[config.mk]
export PLATFORM = sky130hd
export DESIGN_NAME = sqa_div
export DESIGN_NICKNAME = d
export VERILOG_FILES = /design/src/sv/sqa_div.sv
export SDC_FILE = /design/constraint.sdc
export NUM_CORES = 1
export LEC_CHECK = 0
export ABC_AREA = 1
export BUFFER_PORTS_ARGS = -buffer_cell sky130_fd_sc_hd__buf_2
export CORE_AREA = 2 2 158 83
export CTS_BUF_LIST = sky130_fd_sc_hd__clkbuf_8
export CTS_CLUSTER_SIZE = 14
export DETAILED_ROUTE_END_ITERATION = 8
export DIE_AREA = 0 0 160 85
export GPL_ROUTABILITY_DRIVEN = 1
export PLACE_DENSITY = 0.82
export SYNTH_ARGS = -nofsm -noshare
export SYNTH_HDL_FRONTEND = slang
export SYNTH_SLANG_ARGS = --single-unit
[constraint.sdc]
create_clock -name clk -period 4.2 [get_ports clk]
set_input_delay 0.84 -clock clk [delete_from_list [all_inputs] [get_ports clk]]
set_output_delay 0.84 -clock clk [all_outputs]
set_load 0.05 [all_outputs]
[src/sv/sqa_div.sv]
`timescale 1ns / 1ps
// ---------------------------------------------------------------------------
// sqa_div
// restoring divider, one quotient bit per cycle
// ---------------------------------------------------------------------------
module sqa_div (
	input  logic        clk,
	input  logic        arst_n,
	input  logic        start,
	input  logic [33:0] num,
	input  logic [24:0] den,
	output logic        done,
	output logic [33:0] quo
);

	logic        busy_q;
	logic [5:0]  cnt_q;
	logic [33:0] quo_q;
	logic [25:0] rem_q;
	logic [24:0] den_q;
	logic [25:0] rem_sh;
	logic        ge;

	always_comb begin
		rem_sh = {rem_q[24:0], quo_q[33]};
		ge     = rem_sh >= {1'b0, den_q};
	end

	always_ff @(posedge clk or negedge arst_n) begin
		if (!arst_n) begin
			busy_q <= 1'b0;
			cnt_q  <= 6'd0;
			done   <= 1'b0;
		end else begin
			done <= 1'b0;
			if (start) begin
				busy_q <= 1'b1;
				cnt_q  <= 6'd0;
			end else if (busy_q) begin
				cnt_q <= cnt_q + 6'd1;
				if (cnt_q == 6'd33) begin
					busy_q <= 1'b0;
					done   <= 1'b1;
				end
			end
		end
	end

	always_ff @(posedge clk) begin
		if (start) begin
			quo_q <= num;
			rem_q <= 26'd0;
			den_q <= den;
		end else if (busy_q) begin
			rem_q <= ge ? rem_sh - {1'b0, den_q} : rem_sh;
			quo_q <= {quo_q[32:0], ge};
		end
	end

	assign quo = quo_q;

endmodule

# Word-level counts from Yosys, hierarchy flattened
# Cells that the tools add are included.
[totals]
output_inout_bits = 35
ff_bits = 92
elab_cells = 22
in_bits = 62
[op_classes]
mux = 11
add_sub_neg = 2
reduce_logical = 1
n_eq_ne = 1
magnitude_cmp = 1
[ops]
columns = ["cell", "n"]
rows = [
  ["34-bit two-way mux", 2],
  ["26-bit by 25-bit >= comparator with 1-bit output", 1],
  ["25-bit two-way mux", 1],
  ["25-bit subtractor", 1],
  ["6-bit two-way mux", 2],
  ["6-bit by 1-bit adder with 6-bit output, second input constant", 1],
  ["6-bit equality test, second input constant", 1],
  ["1-bit two-way mux", 6],
  ["2-bit nonzero test", 1],
]

# Logic depth before layout (Yosys ltp)
[logic_depth]
depth_word = 4
ltp_mapped = 15
depth_no_buf = 15

# Least setup slack after synthesis
# Ideal clock, no wire load.
[synth_path]
path_type = "register -> register"
start = "register quo_q[33] (netlist: quo[33])"
end = "register quo_q[0] (netlist: quo[0]) (data pin)"
path_slack_ns = 1.802
path_buffers = 1
stages_incl_launch_ff = 12
setup_ns = 0.253
arrival_time_ns = 2.145
t_required_ns = 3.947
synth_period_minus_slack_ns = 2.398
path_cell_list = "edfxtp_1 -> inv_1 -> ha_1 -> inv_1 -> fa_1 -> nand3_1 -> nand3_2 -> nand2_2 -> nand3_4 -> buf_12 -> nand2_1 -> nand2_1"
[synth_between]
elab_chain_cells = 3
[synth_lines]
columns = ["item", "line", "text"]
rows = [
  ["start, declared", "18", "logic [33:0] quo_q;"],
  ["start signal, assigned", "51", "quo_q <= num;"],
  ["start signal, assigned", "56", "quo_q <= {quo_q[32:0], ge};"],
  ["26-bit by 25-bit >= comparator with 1-bit output", "26", "ge = rem_sh >= {1'b0, den_q};"],
  ["34-bit two-way mux", "54", "end else if (busy_q) begin"],
  ["34-bit two-way mux", "50", "if (start) begin"],
]
# Every way passes these cells. The select of a mux whose other input is x is not followed.
# A chain may end at the register's enable or synchronous reset.

# Worst setup path in the final report
[layout_path]
start = "register den_q[15]"
end = "register rem_q[2]"
[layout_between]
elab_chain_cells = 2
[layout_lines]
columns = ["item", "line", "text"]
rows = [
  ["start, declared", "20", "logic [24:0] den_q;"],
  ["start signal, assigned", "53", "den_q <= den;"],
  ["26-bit by 25-bit >= comparator with 1-bit output", "26", ""],
  ["25-bit two-way mux", "55", "rem_q <= ge ? rem_sh - {1'b0, den_q} : rem_sh;"],
  ["end signal, assigned", "55", ""],
  ["end, declared", "19", "logic [25:0] rem_q;"],
]
# Every way passes these cells.

==> metrics.md <==
| Metric | Value |
|---|---|
| Outcome | complete, no violations |
| Worst R2R Setup Slack | 1510 ps |
| GRT Max-Usage Layer | met1 |
| P per Cell Area | 539 nW/um^2 |
| Most used DFF post-synth | edfxtp_1 |
| Total Routing Usage GR | 23.7% |
| Critical path endpoint category | flip-flop |
| Seq cells post-synth | 92 |
| CTS tree | done |
| # rows | 29 |
| Clk_skew | 18.5 ps |
| Worst relative slew slack | 23.1% |
| Placer Congestion | 1.02 |
| Placed cells | 1060 |
| Post-CTS sizing | 0 |
| Post-Syn Area per Cell | 7.38 um^2 |
| Buffer depth of the longest clock path | 2 |
| GRT met1 Usage | 38.0% |
| Root Buffer | clkbuf_8 |
| IO buf count | 96 |
| DR WL/cell | 14.4 um |
| Layout cells sized above 1 | 18.4% |
| Worst vdd ir | 0.235 mV |
| Initial core utilization | 48.6% |
| # DRC | 0 |
| Post-Syn Nets | 898 |
| Ant diodes | 0 |
| Fmax | 0.372 GHz |
| Post-synthesis sequential area ratio | 41.5% |
| Initial antenna violation count | 0 |
| Commonest non-fill, non-tap cell in the layout | nand2_1 |
| Hold-fix buffers at CTS | 0 |
| Inserted Clock Buffers | 9 |
| Number of synthesized flops with an enable pin | 59 |
| CTS clk-pin slew, worst paths | 100 ps |
| Most frequent cells in the layout | nand2_1 (317), inv_1 (144), buf_2 (96) |
| Vias in the first global route | 4963 |
| RSZ-0062 raised after global routing | false |
| Hold slack | 280 ps |
| Area grow syn2layout | 13.7% |
| Max FO, Critical Path | 26 |
| Final Max Tran Viols | 0 |
| Remaining global-route overflow | 0 |
| Chip width | 160 um |
| H-tree levels | 3 |
| P_leak | 3.67 nW |
| Final min period | 2690 ps |
| Antenna Violating Nets Remaining | 0 |
| Worst r2r path cells | 11 |
| DRT iter0 DRCs | 540 |
| Fin crit share | 64.1% |
| Startpoint types | flip-flop |
| Least-Margin Pin Slew | 1150 ps |
| Vias/cell | 5.00 |
| Post-DP HPWL | 11700 um |
| Clock Sinks | 92 |
| First-pass GRT wire length | 25200 um |
| Grt met2 use | 30.4% |
| Setup TNS | 0 ps |
| CP Data Arrival Time | 2940 ps |
| Critical Path RT | 4450 ps |
| Setup bufs post-CTS | 0 |
| Core Box Area | 12300 um^2 |
| Largest net degree at the start of global routing | 45 |
| Mapped cell area | 5960 um^2 |
| Overall via count from detail_route | 5378 |
| I/O pin count | 97 |
| Count of different cell masters after synthesis | 37 |
| Synth warn | 0 |
| Final nets | 991 |
| # setup viols final | 0 |
| WL final | 15500 um |
| Fin. Hold Viols | 0 |
| Synth Instances | 808 |
| WS Path Type | flip-flop to flip-flop |
| GRT met3 Usage | 8.26% |
| Worst min path class | primary input to asynchronous set/reset pin |
| Asr flop ratio synth | 8.70% |
| DIE HEIGHT | 85 um |
| Die ar. | 13600 um^2 |
| DRT Pass-1 Iters | 5 |
| Power, Total | 3.66 mW |
| Final std cells w/o fill | 1076 |
| Max-cap viol count | 0 |
| Clock latency on the worst-skew pair | 380 ps |
==> cell usage after synthesis, types with 2 or more instances <==
master / count / share of area [%]
clkbuf_1: 6 / 0.38
nor3_1: 2 / 0.17
inv_1: 145 / 9.1
o21ai_0: 8 / 0.67
buf_6: 2 / 0.38
buf_12: 2 / 0.67
nand3_2: 16 / 2.7
nor2_2: 8 / 0.84
xnor2_1: 10 / 1.5
dfrtp_1: 8 / 3.4
and2_1: 3 / 0.31
nand4_1: 32 / 3.4
inv_2: 6 / 0.38
ha_1: 27 / 5.7
or2_1: 2 / 0.21
o21ai_2: 2 / 0.29
nand2_2: 14 / 1.5
dfxtp_1: 25 / 8.4
a21oi_1: 14 / 1.2
nor2_1: 34 / 2.1
o21ai_1: 4 / 0.34
nand2_1: 317 / 20
edfxtp_1: 59 / 30
buf_4: 4 / 0.50
buf_2: 3 / 0.25
nand3_1: 39 / 3.3
buf_1: 2 / 0.13
nand3_4: 2 / 0.59
nand3b_1: 2 / 0.25
xor2_1: 3 / 0.44
==> critical path: stages (launching register included) <==
cell and delay [ps]:
edfxtp_1 330, inv_1 40, ha_1 380, nand2_1 160
nor2_1 270, nand2_1 130, inv_2 100, nand3_4 340
nand3_4 530, nand2_1 100, nand3_1 90, o21ai_0 80
==> path summary, 6_finish.rpt <==
path / endpoint / startpoint
worst max-delay path: rem_q[2] / den_q[15]
max in group asynchronous: cnt_q[1] / arst_n
worst min-delay path: cnt_q[3] / arst_n
worst min register to register: rem_q[24] / rem_q[24]
min in group clk: rem_q[24] / rem_q[24]
worst max register to register: rem_q[2] / den_q[15]
==> per-stage QoR <==
step                      worst slack, ps  utilization [%]  cell area (um^2)
after floorplan                      1800                -              5960
after global placement               1680             53.4              6550
after detailed placement             1620             53.4              6550
after CTS                            1580             55.3              6780
after global routing                 1270             55.3              6780
final                                1510             55.3              6780
==> kinds of logic (layout without fill, tap and decap cells) <==
| group | Yosys count | count (layout) | synth area share, % |
|---|---|---|---|
| and+or+nand+nor | 472 | 472 | 35.5 |
| AOI/OAI and AO/OA | 32 | 32 | 3.11 |
| xor gates and xnor gates | 13 | 13 | 1.91 |
| DFF | 92 | 92 | 41.5 |
| buffers and inverters | 171 | 269 | 12.0 |
| adders and majority gates | 28 | 28 | 6.00 |
==> cell type report <==
type | count | area [um^2]
Fill cell | 1187 | 5490
Sequential cell | 92 | 2470
Inverter | 151 | 567
Clock buffer | 9 | 124
Multi-Input combinational cell | 545 | 2780
Timing Repair Buffer | 102 | 526
Tap cell | 170 | 213
Clock inverter | 7 | 101
==> metal layers <==
layer / vias to the layer above / wire length [um]
li1: 2703 / -
met1: 2420 / 8070
met2: 240 / 5520
met3: 15 / 1850
met4: 0 / 97
met5: - / 0
==> report_power, final <==
group	switching (mW)	internal, mW
registers	0.0910	1.11
clock network	0.348	0.344
logic	1.19	0.568
==> state kept, by name (all words and copies together) (netlist names) <==
name    cells
quo        34
done        1
rem_q      25
den_q      25
cnt_q       6
busy_q      1
No activity file was read; power rests on OpenSTA's default activity.
